--- src/rtl/c16fca_pkg.sv ---
// ----------------------------------------------------------------------------
// CRC-16 frame check package
// Shared constants, codes and the one-bit CRC step used by the frame checker.
// ----------------------------------------------------------------------------
package c16fca_pkg;

   // Default size of the frame store in bytes.
   localparam int FRAME_MAX_DEFAULT = 32;

   // Reflected CRC-16 polynomial and preset.
   localparam logic [15:0] CRC_POLY   = 16'h8408;
   localparam logic [15:0] CRC_PRESET = 16'hFFFF;

   // Result kinds.
   localparam logic KIND_STATUS = 1'b0;
   localparam logic KIND_ACK    = 1'b1;

   // Status codes.
   localparam logic [2:0] ST_OK       = 3'd0;
   localparam logic [2:0] ST_LOW_BAD  = 3'd1;
   localparam logic [2:0] ST_HIGH_BAD = 3'd2;
   localparam logic [2:0] ST_SHORT    = 3'd3;
   localparam logic [2:0] ST_OVERFLOW = 3'd4;

   // Command word for the shared CRC unit.
   typedef struct packed {
      logic       init;   // Load the preset.
      logic       load;   // XOR a byte in and take the first bit step.
      logic       step;   // Take one bit step.
      logic [7:0] data;
   } crc_ctrl_type;

   // One bit step of the reflected CRC.
   function automatic logic [15:0] crc_bit_step(input logic [15:0] crc);
      logic [15:0] shifted;
      shifted = {1'b0, crc[15:1]};
      if (crc[0]) begin
         return shifted ^ CRC_POLY;
      end
      return shifted;
   endfunction

endpackage

--- src/rtl/c16fca_req_if.sv ---
// ----------------------------------------------------------------------------
// Frame byte channel
// Carries one received frame byte and its end marker per word.
// ----------------------------------------------------------------------------
interface c16fca_req_if;
   logic       valid;
   logic       ready;
   logic [7:0] data_byte;
   logic       frame_end;

   modport source (output valid, data_byte, frame_end, input ready);
   modport sink   (input valid, data_byte, frame_end, output ready);
endinterface

--- src/rtl/c16fca_rsp_if.sv ---
// ----------------------------------------------------------------------------
// Result channel
// Carries status words and acknowledge frame bytes.
// ----------------------------------------------------------------------------
interface c16fca_rsp_if;
   logic       valid;
   logic       ready;
   logic       result_kind;
   logic [2:0] status;
   logic [7:0] ack_byte;
   logic       last;

   modport source (output valid, result_kind, status, ack_byte, last, input ready);
   modport sink   (input valid, result_kind, status, ack_byte, last, output ready);
endinterface

--- src/rtl/c16fca_csr_if.sv ---
// ----------------------------------------------------------------------------
// Configuration write channel
// Carries the write data of the acknowledge enable register.
// ----------------------------------------------------------------------------
interface c16fca_csr_if;
   logic valid;
   logic ready;
   logic ack_enable;

   modport source (output valid, ack_enable, input ready);
   modport sink   (input valid, ack_enable, output ready);
endinterface

--- src/rtl/crc16_frame_check_and_ack.sv ---
// ----------------------------------------------------------------------------
// CRC-16 frame checker with acknowledge generator
// Checks the trailing reflected CRC-16 of each frame and optionally answers
// a good frame with an acknowledge frame.
// ----------------------------------------------------------------------------
// Usage:
// Frame bytes enter on the req channel, one word per byte, with frame_end set
// on the final byte. The running CRC is folded bit-serially, two bytes behind
// the newest one, so a stored byte passes bit by bit through the shared CRC unit;
// the first two bytes of a frame and dropped bytes skip the fold. req ready is
// low while the CRC unit is busy or results are being sent.
// After the end word the block sends one status word on the rsp channel. When
// ack_enable is set and the CRC is good, the acknowledge frame follows, one
// byte per word, with last on its final byte. Each acknowledge data byte is
// read from the store and folded through the same CRC unit before the next one
// is read; the two CRC bytes then follow.
// The status word is loaded in the status state, which follows the fold of the
// end word, or the end word itself when it is the first or second byte or is dropped.
// A finished word waits in the output register when the receiver stalls, and
// the sequencer holds until that register is free.
// The csr channel is always ready and writes ack_enable; write it only while
// the block is idle. Reset clears the byte count, overflow flag, ack_enable
// and the output valid flag; no clearing pass is needed.
// ----------------------------------------------------------------------------
module crc16_frame_check_and_ack
   import c16fca_pkg::*;
#(
   parameter int FRAME_MAX = FRAME_MAX_DEFAULT
) (
   input  logic    clock,
   input  logic    reset,
   c16fca_req_if.sink   req_ch,
   c16fca_rsp_if.source rsp_ch,
   c16fca_csr_if.sink   csr_ch
);

   localparam int AW = $clog2(FRAME_MAX);
   localparam int CW = $clog2(FRAME_MAX + 1);
   localparam logic [CW-1:0] FRAME_MAX_C = CW'(FRAME_MAX);

   // Sequencer states.
   localparam logic [2:0] S_IDLE   = 3'd0;
   localparam logic [2:0] S_FOLD   = 3'd1;
   localparam logic [2:0] S_STATUS = 3'd2;
   localparam logic [2:0] S_RD     = 3'd3;
   localparam logic [2:0] S_LD     = 3'd4;
   localparam logic [2:0] S_ACRC   = 3'd5;
   localparam logic [2:0] S_CRCLO  = 3'd6;
   localparam logic [2:0] S_CRCHI  = 3'd7;

   logic [2:0]    state_ff,  state_in;
   logic [CW-1:0] count_ff,  count_in;
   logic          ovf_ff,    ovf_in;
   logic          end_ff,    end_in;
   logic [7:0]    lag0_ff,   lag0_in;
   logic [7:0]    lag1_ff,   lag1_in;
   logic [2:0]    bit_ff,    bit_in;
   logic [CW-1:0] idx_ff,    idx_in;
   logic [CW-1:0] m_ff,      m_in;
   logic          ack_en_ff;

   logic          rsp_valid_ff;
   logic          kind_ff,   kind_in;
   logic [2:0]    status_ff, status_in;
   logic [7:0]    byte_ff,   byte_in;
   logic          last_ff,   last_in;
   logic          out_load;

   crc_ctrl_type  crc_ctrl;
   logic [15:0]   crc_value;
   logic [15:0]   crc_final;
   logic          store_wr;
   logic [7:0]    rd_data;

   logic          req_fire;
   logic          store_ok;
   logic          fold_need;
   logic          out_free;
   logic [2:0]    frame_status;
   logic          do_ack;
   logic [CW-1:0] ack_len;
   logic [7:0]    ack_data;

   // Shared CRC unit and frame store.
   c16fca_crc_unit u_crc (
      .clock     (clock),
      .reset     (reset),
      .ctrl      (crc_ctrl),
      .crc_value (crc_value)
   );

   c16fca_store #(
      .DEPTH (FRAME_MAX),
      .AW    (AW)
   ) u_store (
      .clock   (clock),
      .wr_en   (store_wr),
      .wr_addr (count_ff[AW-1:0]),
      .wr_data (req_ch.data_byte),
      .rd_addr (idx_ff[AW-1:0]),
      .rd_data (rd_data)
   );

   // Handshake decodes.
   assign req_ch.ready = (state_ff == S_IDLE);
   assign csr_ch.ready = 1'b1;
   assign req_fire     = req_ch.valid && (state_ff == S_IDLE);
   assign store_ok     = (count_ff < FRAME_MAX_C);
   assign fold_need    = store_ok && (count_ff > CW'(1));
   assign out_free     = !rsp_valid_ff || rsp_ch.ready;
   assign crc_final    = ~crc_value;

   // Frame verdict, valid in the status state.
   always_comb begin
      if (ovf_ff) begin
         frame_status = ST_OVERFLOW;
      end else if (count_ff < CW'(3)) begin
         frame_status = ST_SHORT;
      end else if (lag1_ff != crc_final[7:0]) begin
         frame_status = ST_LOW_BAD;
      end else if (lag0_ff != crc_final[15:8]) begin
         frame_status = ST_HIGH_BAD;
      end else begin
         frame_status = ST_OK;
      end
   end

   assign do_ack  = (frame_status == ST_OK) && ack_en_ff;
   // A six-byte frame is answered with a seven-byte acknowledge.
   assign ack_len = (count_ff == CW'(6)) ? CW'(5) : count_ff - CW'(2);
   // The byte just before the acknowledge CRC is cleared.
   assign ack_data = (idx_ff == m_ff - CW'(1)) ? 8'h00 : rd_data;

   // Sequencer next-state logic.
   always_comb begin
      state_in  = state_ff;
      count_in  = count_ff;
      ovf_in    = ovf_ff;
      end_in    = end_ff;
      lag0_in   = lag0_ff;
      lag1_in   = lag1_ff;
      bit_in    = bit_ff;
      idx_in    = idx_ff;
      m_in      = m_ff;
      crc_ctrl  = '0;
      store_wr  = 1'b0;
      out_load  = 1'b0;
      kind_in   = KIND_STATUS;
      status_in = ST_OK;
      byte_in   = 8'h00;
      last_in   = 1'b0;
      case (state_ff)
         S_IDLE: begin
            if (req_fire) begin
               end_in = req_ch.frame_end;
               if (store_ok) begin
                  store_wr = 1'b1;
                  count_in = count_ff + CW'(1);
                  lag0_in  = req_ch.data_byte;
                  lag1_in  = lag0_ff;
               end else begin
                  ovf_in = 1'b1;
               end
               if (fold_need) begin
                  crc_ctrl.load = 1'b1;
                  crc_ctrl.data = lag1_ff;
                  bit_in        = 3'd1;
                  state_in      = S_FOLD;
               end else if (req_ch.frame_end) begin
                  state_in = S_STATUS;
               end
            end
         end
         S_FOLD: begin
            crc_ctrl.step = 1'b1;
            bit_in        = bit_ff + 3'd1;
            if (bit_ff == 3'd7) begin
               state_in = end_ff ? S_STATUS : S_IDLE;
            end
         end
         S_STATUS: begin
            if (out_free) begin
               out_load      = 1'b1;
               kind_in       = KIND_STATUS;
               status_in     = frame_status;
               last_in       = !do_ack;
               count_in      = '0;
               ovf_in        = 1'b0;
               crc_ctrl.init = 1'b1;
               idx_in        = '0;
               m_in          = ack_len;
               state_in      = do_ack ? S_RD : S_IDLE;
            end
         end
         S_RD: begin
            state_in = S_LD;
         end
         S_LD: begin
            if (out_free) begin
               out_load      = 1'b1;
               kind_in       = KIND_ACK;
               byte_in       = ack_data;
               crc_ctrl.load = 1'b1;
               crc_ctrl.data = ack_data;
               bit_in        = 3'd1;
               state_in      = S_ACRC;
            end
         end
         S_ACRC: begin
            crc_ctrl.step = 1'b1;
            bit_in        = bit_ff + 3'd1;
            if (bit_ff == 3'd7) begin
               idx_in   = idx_ff + CW'(1);
               state_in = (idx_ff + CW'(1) == m_ff) ? S_CRCLO : S_RD;
            end
         end
         S_CRCLO: begin
            if (out_free) begin
               out_load = 1'b1;
               kind_in  = KIND_ACK;
               byte_in  = crc_final[7:0];
               state_in = S_CRCHI;
            end
         end
         S_CRCHI: begin
            if (out_free) begin
               out_load      = 1'b1;
               kind_in       = KIND_ACK;
               byte_in       = crc_final[15:8];
               last_in       = 1'b1;
               crc_ctrl.init = 1'b1;
               state_in      = S_IDLE;
            end
         end
         default: begin
            state_in = S_IDLE;
         end
      endcase
   end

   // Control registers.
   always_ff @(posedge clock) begin
      if (reset) begin
         state_ff  <= S_IDLE;
         count_ff  <= '0;
         ovf_ff    <= 1'b0;
         end_ff    <= 1'b0;
         bit_ff    <= '0;
         ack_en_ff <= 1'b0;
      end else begin
         state_ff <= state_in;
         count_ff <= count_in;
         ovf_ff   <= ovf_in;
         end_ff   <= end_in;
         bit_ff   <= bit_in;
         if (csr_ch.valid) begin
            ack_en_ff <= csr_ch.ack_enable;
         end
      end
   end

   // Byte window and acknowledge indexes.
   always_ff @(posedge clock) begin
      lag0_ff <= lag0_in;
      lag1_ff <= lag1_in;
      idx_ff  <= idx_in;
      m_ff    <= m_in;
   end

   // Output register.
   always_ff @(posedge clock) begin
      if (reset) begin
         rsp_valid_ff <= 1'b0;
      end else if (out_load) begin
         rsp_valid_ff <= 1'b1;
      end else if (rsp_ch.ready) begin
         rsp_valid_ff <= 1'b0;
      end
   end

   always_ff @(posedge clock) begin
      if (out_load) begin
         kind_ff   <= kind_in;
         status_ff <= status_in;
         byte_ff   <= byte_in;
         last_ff   <= last_in;
      end
   end

   assign rsp_ch.valid       = rsp_valid_ff;
   assign rsp_ch.result_kind = kind_ff;
   assign rsp_ch.status      = status_ff;
   assign rsp_ch.ack_byte    = byte_ff;
   assign rsp_ch.last        = last_ff;

endmodule

--- src/rtl/c16fca_crc_unit.sv ---
// ----------------------------------------------------------------------------
// Bit-serial CRC-16 unit
// Holds the running CRC and advances it by one bit per command.
// ----------------------------------------------------------------------------
module c16fca_crc_unit
   import c16fca_pkg::*;
(
   input  logic         clock,
   input  logic         reset,
   input  crc_ctrl_type ctrl,
   output logic [15:0]  crc_value
);

   logic [15:0] crc_ff;
   logic [15:0] crc_in;

   // Preset, byte load with first step, or a plain bit step.
   always_comb begin
      crc_in = crc_ff;
      if (ctrl.init) begin
         crc_in = CRC_PRESET;
      end else if (ctrl.load) begin
         crc_in = crc_bit_step(crc_ff ^ {8'h00, ctrl.data});
      end else if (ctrl.step) begin
         crc_in = crc_bit_step(crc_ff);
      end
   end

   always_ff @(posedge clock) begin
      if (reset) begin
         crc_ff <= CRC_PRESET;
      end else begin
         crc_ff <= crc_in;
      end
   end

   assign crc_value = crc_ff;

endmodule

--- src/rtl/c16fca_store.sv ---
// ----------------------------------------------------------------------------
// Frame store
// Single-port write, single-port read byte memory with registered read data.
// ----------------------------------------------------------------------------
module c16fca_store
   import c16fca_pkg::*;
#(
   parameter int DEPTH = FRAME_MAX_DEFAULT,
   parameter int AW    = $clog2(DEPTH)
) (
   input  logic          clock,
   input  logic          wr_en,
   input  logic [AW-1:0] wr_addr,
   input  logic [7:0]    wr_data,
   input  logic [AW-1:0] rd_addr,
   output logic [7:0]    rd_data
);

   logic [7:0] mem [DEPTH];
   logic [7:0] rd_data_ff;

   // Write port.
   always_ff @(posedge clock) begin
      if (wr_en) begin
         mem[wr_addr] <= wr_data;
      end
   end

   // Registered read port.
   always_ff @(posedge clock) begin
      rd_data_ff <= mem[rd_addr];
   end

   assign rd_data = rd_data_ff;

endmodule
--- src/flat_wrapper.sv ---
// flat-port wrapper written by rule: the top's interface ports become plain ports
module crc16_frame_check_and_ack_flat import c16fca_pkg::*;
#(
   parameter int FRAME_MAX = FRAME_MAX_DEFAULT
)
  (clock, reset, req_ch_valid, req_ch_data_byte, req_ch_frame_end, req_ch_ready, rsp_ch_valid, rsp_ch_result_kind, rsp_ch_status, rsp_ch_ack_byte, rsp_ch_last, rsp_ch_ready, csr_ch_valid, csr_ch_ack_enable, csr_ch_ready);
  c16fca_req_if req_ch_i ();
  c16fca_rsp_if rsp_ch_i ();
  c16fca_csr_if csr_ch_i ();
  input  logic clock;
  input  logic reset;
  input wire logic [$bits(req_ch_i.valid)-1:0] req_ch_valid;
  input wire logic [$bits(req_ch_i.data_byte)-1:0] req_ch_data_byte;
  input wire logic [$bits(req_ch_i.frame_end)-1:0] req_ch_frame_end;
  output wire logic [$bits(req_ch_i.ready)-1:0] req_ch_ready;
  output wire logic [$bits(rsp_ch_i.valid)-1:0] rsp_ch_valid;
  output wire logic [$bits(rsp_ch_i.result_kind)-1:0] rsp_ch_result_kind;
  output wire logic [$bits(rsp_ch_i.status)-1:0] rsp_ch_status;
  output wire logic [$bits(rsp_ch_i.ack_byte)-1:0] rsp_ch_ack_byte;
  output wire logic [$bits(rsp_ch_i.last)-1:0] rsp_ch_last;
  input wire logic [$bits(rsp_ch_i.ready)-1:0] rsp_ch_ready;
  input wire logic [$bits(csr_ch_i.valid)-1:0] csr_ch_valid;
  input wire logic [$bits(csr_ch_i.ack_enable)-1:0] csr_ch_ack_enable;
  output wire logic [$bits(csr_ch_i.ready)-1:0] csr_ch_ready;
  assign req_ch_i.valid = req_ch_valid;
  assign req_ch_i.data_byte = req_ch_data_byte;
  assign req_ch_i.frame_end = req_ch_frame_end;
  assign req_ch_ready = req_ch_i.ready;
  assign rsp_ch_valid = rsp_ch_i.valid;
  assign rsp_ch_result_kind = rsp_ch_i.result_kind;
  assign rsp_ch_status = rsp_ch_i.status;
  assign rsp_ch_ack_byte = rsp_ch_i.ack_byte;
  assign rsp_ch_last = rsp_ch_i.last;
  assign rsp_ch_i.ready = rsp_ch_ready;
  assign csr_ch_i.valid = csr_ch_valid;
  assign csr_ch_i.ack_enable = csr_ch_ack_enable;
  assign csr_ch_ready = csr_ch_i.ready;
  crc16_frame_check_and_ack #(.FRAME_MAX(FRAME_MAX)) u_core (.clock(clock), .reset(reset), .req_ch(req_ch_i), .rsp_ch(rsp_ch_i), .csr_ch(csr_ch_i));
endmodule
--- config.mk ---
export PLATFORM = sky130hd
export DESIGN_NAME = crc16_frame_check_and_ack_flat
export DESIGN_NICKNAME = d
export VERILOG_FILES = /design/src/rtl/c16fca_pkg.sv /design/src/rtl/c16fca_req_if.sv /design/src/rtl/c16fca_rsp_if.sv /design/src/rtl/c16fca_csr_if.sv /design/src/rtl/crc16_frame_check_and_ack.sv /design/src/rtl/c16fca_crc_unit.sv /design/src/rtl/c16fca_store.sv /design/src/flat_wrapper.sv
export SDC_FILE = /design/constraint.sdc
export NUM_CORES = 1
export LEC_CHECK = 0
export BUFFER_PORTS_ARGS = -buffer_cell sky130_fd_sc_hd__buf_2
export CORE_UTILIZATION = 30
export CTS_CLUSTER_DIAMETER = 40
export CTS_CLUSTER_SIZE = 12
export DETAILED_ROUTE_END_ITERATION = 10
export SLEW_MARGIN = 10
export SYNTH_ARGS = -nofsm -noshare
export SYNTH_HDL_FRONTEND = slang
export SYNTH_SLANG_ARGS = --single-unit
export TNS_END_PERCENT = 5
--- constraint.sdc ---
create_clock -name clock -period 3.2 [get_ports clock]
set_input_delay 0.32 -clock clock [delete_from_list [all_inputs] [get_ports clock]]
set_output_delay 0.32 -clock clock [all_outputs]
set_load 0.05 [all_outputs]
==> summary.md <==
| Metric | Value |
|---|---|
| Post-Route Skew | ~0.023 ns |
| Antenna violations before repair | 0 |
| Routing usage on met3 | between 2 and 3% |
| Number of distinct library cells after synthesis | 60 |
| Yosys reg bits | between 300 and 400 |
| Number of max-cap violations | 0 |
| Worst hold path class | in2reg |
| Dominant combinational cell family by area after synthesis | multiplexers |
| Clock-pin slew of the registers on the worst-case setup and hold paths | 0.05 ns |
| Switching share of power | slightly below 30% |
| WHS Path Cells | 3 |
| Share of the clock period used by the worst path after layout | 85.43% |
| Cell type group with the largest total delay on the critical path | simple AND/OR/NAND/NOR gates |
| Global routing met1 resource utilization | approximately 17% |
| Chip Height | roughly 220 µm |
| Async SR Flop Fraction | 0% |
| Simple logic cell fraction of the synthesized area | under 10% |
| Highest fanout seen on the critical path | 14 |
| Switching power summed over all nets | ~3.8 mW |
| Worst reg-to-reg path cell count | 6 |
| Worst setup path category | reg2reg |
| IR drop worst, VDD | slightly below 0.0005 V |
| Largest net degree at the start of global routing | 66 |
| Hold Path Origin | csr_ch_ack_enable |
| TritonCTS clock tree | built |
| Detailed router's first-iteration violation count | just over 600 |
| Clock Tree Buf Depth | 3 |
| First-pass GRT wire length | approximately 44 mm |
| Count of unresolved DRC violations after routing | 0 |
| Fraction of final layout cells with drive strength greater than 1 | 27.96% |
| Leakage Power | roughly 5.4 nW |
| Design area | between 15000 and 20000 µm² |
| Total CTS buffers | between 40 and 50 |
| Overall Global Routing Usage | between 10 and 15% |
| Seq. cell area | slightly below 10000 µm² |
| Number of diodes added for antenna fixing | 0 |
| Number of hold-slack violations in the final timing report | 0 |
| Sequential fraction of design power | between 40% and 50% |
| Worst-skew pair later-pin latency | roughly 0.55 ns |
| Number of pins with negative max-slew slack in the final report | 0 |
| Vias in the first global route | around 7400 |
| Status | finished clean |
| Cell chosen for the clock root | sky130_fd_sc_hd__clkbuf_16 |
| CTS-repair resized insts | 0 |
| Synthesis-to-finish area growth | 18.40% |
| Clk sink count | 337 |
| Compound-Gate Fraction of Synth Area | 4.217% |
| Max Fclk | about 0.37 GHz |
| FF-to-FF Start | u_core.count_ff[3] |
| Chip width | 216.9 µm |
| Overall via count from detail_route | approximately 7000 |
| Final Wtd Congestion | roughly 0.81 |
| Std cell rows | 78 |
| Xor/xnor cell area share of the yosys netlist | 2.718% |
| RSZ-0062 raised after global routing | false |
| Finish-stage setup viols | 0 |
| Area of placed instances | around 15000 µm² |
| Arr. time, crit path | 3.16 ns |
| Ports placed on the boundary | 31 |
| Comb power frac | a little over a fifth |
| Filler cell count | about 4300 |
| Series of cell instances along the critical path | nor3_1 > a211oi_4 > or2_2 > nor2_1 > nand2_1 > o22a_1 |
| Total chip power | about 13 mW |
| CP max stage cell | sky130_fd_sc_hd__nor2_1 |
| Crit path capture type | flip-flop |
| Mean post-synth cell area | 17.52 µm² |
| Yosys warns | 0 |
| CP Launch Point | u_core.count_ff[3] |
| Maximum single-stage delay on the critical path | 0.63 ns |
| Reg2Reg Capture Point | u_core.u_crc.crc_value[1] |
| Adder-cell share of the synthesized area | 0.9933% |
| Cell internal power dissipation | 9.276 mW |
| Fraction of synthesized area in multiplexers | between 10% and 20% |
| Starting utilization of the core area | between 30% and 40% |
| Global routing's busiest layer | met2 |
| Area of combinational cells with multiple inputs | around 4000 µm² |
| Post-layout nets | about 900 |
| Number of buffers added to fix hold violations after cts | 0 |
| Critical path data required time | approximately 3.6 ns |
| Mapped Area | roughly 14000 µm² |
| Critical path endpoint | u_core.u_crc.crc_value[1] |
| Crit path time final | between 2 and 3 ns |
| Via-to-Cell Ratio | between 4 and 5 |
| Met2 GRT Util | 19.25% |
| Total number of cells along the worst setup path | 6 |
| Overflow after GRT | 0 |
| Count of port buffers added during placement | 29 |
| Transition time at the pin with the least slew margin | 0.8194 ns |
| Syn Nets | just over 800 |
| Proportion of synthesized chip area in sequential cells | about 70% |
| Area of the core | around 45000 µm² |
| Ys flop type | sky130_fd_sc_hd__edfxtp_1 |
| Setup Fix Bufs, Post-CTS | 0 |
| Post-synthesis cell count | slightly below 800 |
| R2R setup slack | between 0.4 and 0.5 ns |
| DR WL/cell | roughly 19 µm |
| Clock network power share | between 30% and 40% |
| Worst slew margin relative to its limit | a little under half |
| Power per standard cell area | between 700 and 800 nW/µm² |
| Startpoint type of the worst setup path | flip-flop |
| Number of enable flip-flop cells after synthesis | between 200 and 300 |
| Detailed-routing iteration count for the pre-antenna-repair pass | 5 |
| Total negative slack | 0 ns |
| H-Tree Level Count | 2 |
| Post-detailed-route count of antenna-violating nets | 0 |
| Post-DP HPWL | about 18 mm |
| Wire length after detailed routing | ~28 mm |
| Number of buffer and inverter stages on the critical path | 0 |
| Die ar. | 47050 µm² |
==> cell families (layout without fill, tap and decap cells) <==
family / after synthesis / in the layout
simple gates: 177 / 177
compound gates: 73 / 73
other cells: 1 / 1
xor+xnor: 43 / 43
mux: 93 / 93
fa+ha+maj: 11 / 11
flops: 337 / 337
buf+inv: 56 / 170
==> cell usage after synthesis, types with 3 or more instances <==
| master | number | share of area (%) |
|---|---|---|
| sky130_fd_sc_hd__o221ai_1 | 9 | 0.57 |
| sky130_fd_sc_hd__nand3b_1 | 3 | 0.16 |
| sky130_fd_sc_hd__nor2b_1 | 4 | 0.18 |
| sky130_fd_sc_hd__a31oi_1 | 4 | 0.18 |
| sky130_fd_sc_hd__a22oi_1 | 7 | 0.38 |
| sky130_fd_sc_hd__nand2b_1 | 6 | 0.27 |
| sky130_fd_sc_hd__nor2_1 | 65 | 1.8 |
| sky130_fd_sc_hd__nand3_1 | 19 | 0.69 |
| sky130_fd_sc_hd__mux2_2 | 9 | 0.73 |
| sky130_fd_sc_hd__ha_1 | 11 | 0.99 |
| sky130_fd_sc_hd__or2_2 | 5 | 0.23 |
| sky130_fd_sc_hd__buf_2 | 9 | 0.33 |
| sky130_fd_sc_hd__a21oi_1 | 12 | 0.43 |
| sky130_fd_sc_hd__xor2_1 | 15 | 0.95 |
| sky130_fd_sc_hd__nand2_1 | 41 | 1.1 |
| sky130_fd_sc_hd__xnor2_1 | 28 | 1.8 |
| sky130_fd_sc_hd__or3_1 | 5 | 0.23 |
| sky130_fd_sc_hd__clkbuf_1 | 25 | 0.68 |
| sky130_fd_sc_hd__inv_1 | 15 | 0.41 |
| sky130_fd_sc_hd__a211oi_1 | 4 | 0.22 |
| sky130_fd_sc_hd__mux2i_1 | 4 | 0.29 |
| sky130_fd_sc_hd__o211ai_1 | 5 | 0.27 |
| sky130_fd_sc_hd__nand4_1 | 3 | 0.14 |
| sky130_fd_sc_hd__mux4_2 | 80 | 13 |
| sky130_fd_sc_hd__buf_1 | 3 | 0.081 |
| sky130_fd_sc_hd__edfxtp_1 | 297 | 64 |
| sky130_fd_sc_hd__nor3_1 | 8 | 0.29 |
| sky130_fd_sc_hd__a221o_1 | 3 | 0.22 |
| sky130_fd_sc_hd__dfxtp_1 | 40 | 5.8 |
| sky130_fd_sc_hd__o22a_1 | 5 | 0.32 |
| sky130_fd_sc_hd__o21ai_0 | 6 | 0.22 |
| sky130_fd_sc_hd__and3_1 | 4 | 0.18 |
==> stage by stage <==
stage	util, %	hold slack, ns	std cells	worst slack (ns)
floorplan	-	0.4189	791	0.3659
global placement	32.88	0.4450	1426	0.6115
detailed placement	32.88	0.4600	1426	0.5072
CTS	36.07	0.02500	1505	0.4800
global route	36.07	0.04955	1505	0.2516
finish	36.07	0.03436	1505	0.4661
==> cell type report <==
cell class | instances | share of cell area, %
clock buffers | 56 | 7.436
flip-flops and latches | 337 | 59.24
multi-input cells | 398 | 23.73
clock inverters | 23 | 1.411
repair buffers | 76 | 3.264
inverters | 15 | 0.3432
well taps | 600 | 4.576
==> layout by cell type (no fill, tap or decap), types with 6 or more instances in the layout <==
master and instances:
sky130_fd_sc_hd__xnor2_1 28, sky130_fd_sc_hd__a21oi_1 12, sky130_fd_sc_hd__o221ai_1 9, sky130_fd_sc_hd__buf_4 44, sky130_fd_sc_hd__edfxtp_1 297, sky130_fd_sc_hd__mux4_2 80
sky130_fd_sc_hd__nand2_1 41, sky130_fd_sc_hd__nand2b_1 6, sky130_fd_sc_hd__ha_1 11, sky130_fd_sc_hd__mux2_2 9, sky130_fd_sc_hd__inv_1 15, sky130_fd_sc_hd__clkinv_2 7
sky130_fd_sc_hd__nor3_1 8, sky130_fd_sc_hd__xor2_1 15, sky130_fd_sc_hd__clkbuf_16 47, sky130_fd_sc_hd__a22oi_1 7, sky130_fd_sc_hd__nand3_1 19, sky130_fd_sc_hd__buf_2 29
sky130_fd_sc_hd__nor2_1 65, sky130_fd_sc_hd__clkbuf_1 8, sky130_fd_sc_hd__o21ai_0 6, sky130_fd_sc_hd__dfxtp_1 40
==> layer usage <==
metal	vias up	part of all wire [%]
met2	174	46
met5	-	0
met3	35	5.3
met4	0	1.4
met1	3679	47
li1	3302	-
==> power groups by stage <==
stage               combinational [mW]  sequential (mW)  clock, mW
floorplan                         1.90             5.65          0
global placement                  2.74             5.63          0
detailed placement                2.77             5.62          0
CTS                               2.78             5.54       4.87
global route                      2.99             5.58       5.06
finish                            2.74             5.54       4.78
==> worst reg2reg max path: stages, from the launching register on <==
cell	delay, ns
sky130_fd_sc_hd__dfxtp_1	0.44
sky130_fd_sc_hd__nor3_1	0.48
sky130_fd_sc_hd__a211oi_4	0.20
sky130_fd_sc_hd__or2_2	0.33
sky130_fd_sc_hd__nor2_1	0.63
sky130_fd_sc_hd__nand2_1	0.27
sky130_fd_sc_hd__o22a_1	0.26
==> how the worst min path moves through the flow <==
stage	slack (ns)	end
2_1_floorplan	0.42	u_core.lag0_ff[0]
3_3_place_gp	0.45	u_core.end_ff
3_5_place_dp	0.46	u_core.lag1_ff[1]
4_1_cts	0.02	u_core.ack_en_ff
5_1_grt	0.05	u_core.ack_en_ff
6_report	0.03	u_core.ack_en_ff
==> state kept, by name (all words and copies together) (netlist names), 6 cells and up <==
register	flops
u_core.u_store.mem	256
u_core.m_ff	6
u_core.rsp_ch.ack_byte	8
u_core.lag1_ff	8
u_core.count_ff	6
u_core.lag0_ff	8
u_core.u_store.rd_data	8
u_core.idx_ff	6
u_core.u_crc.crc_value	16
(Power assumes the default switching activity.)
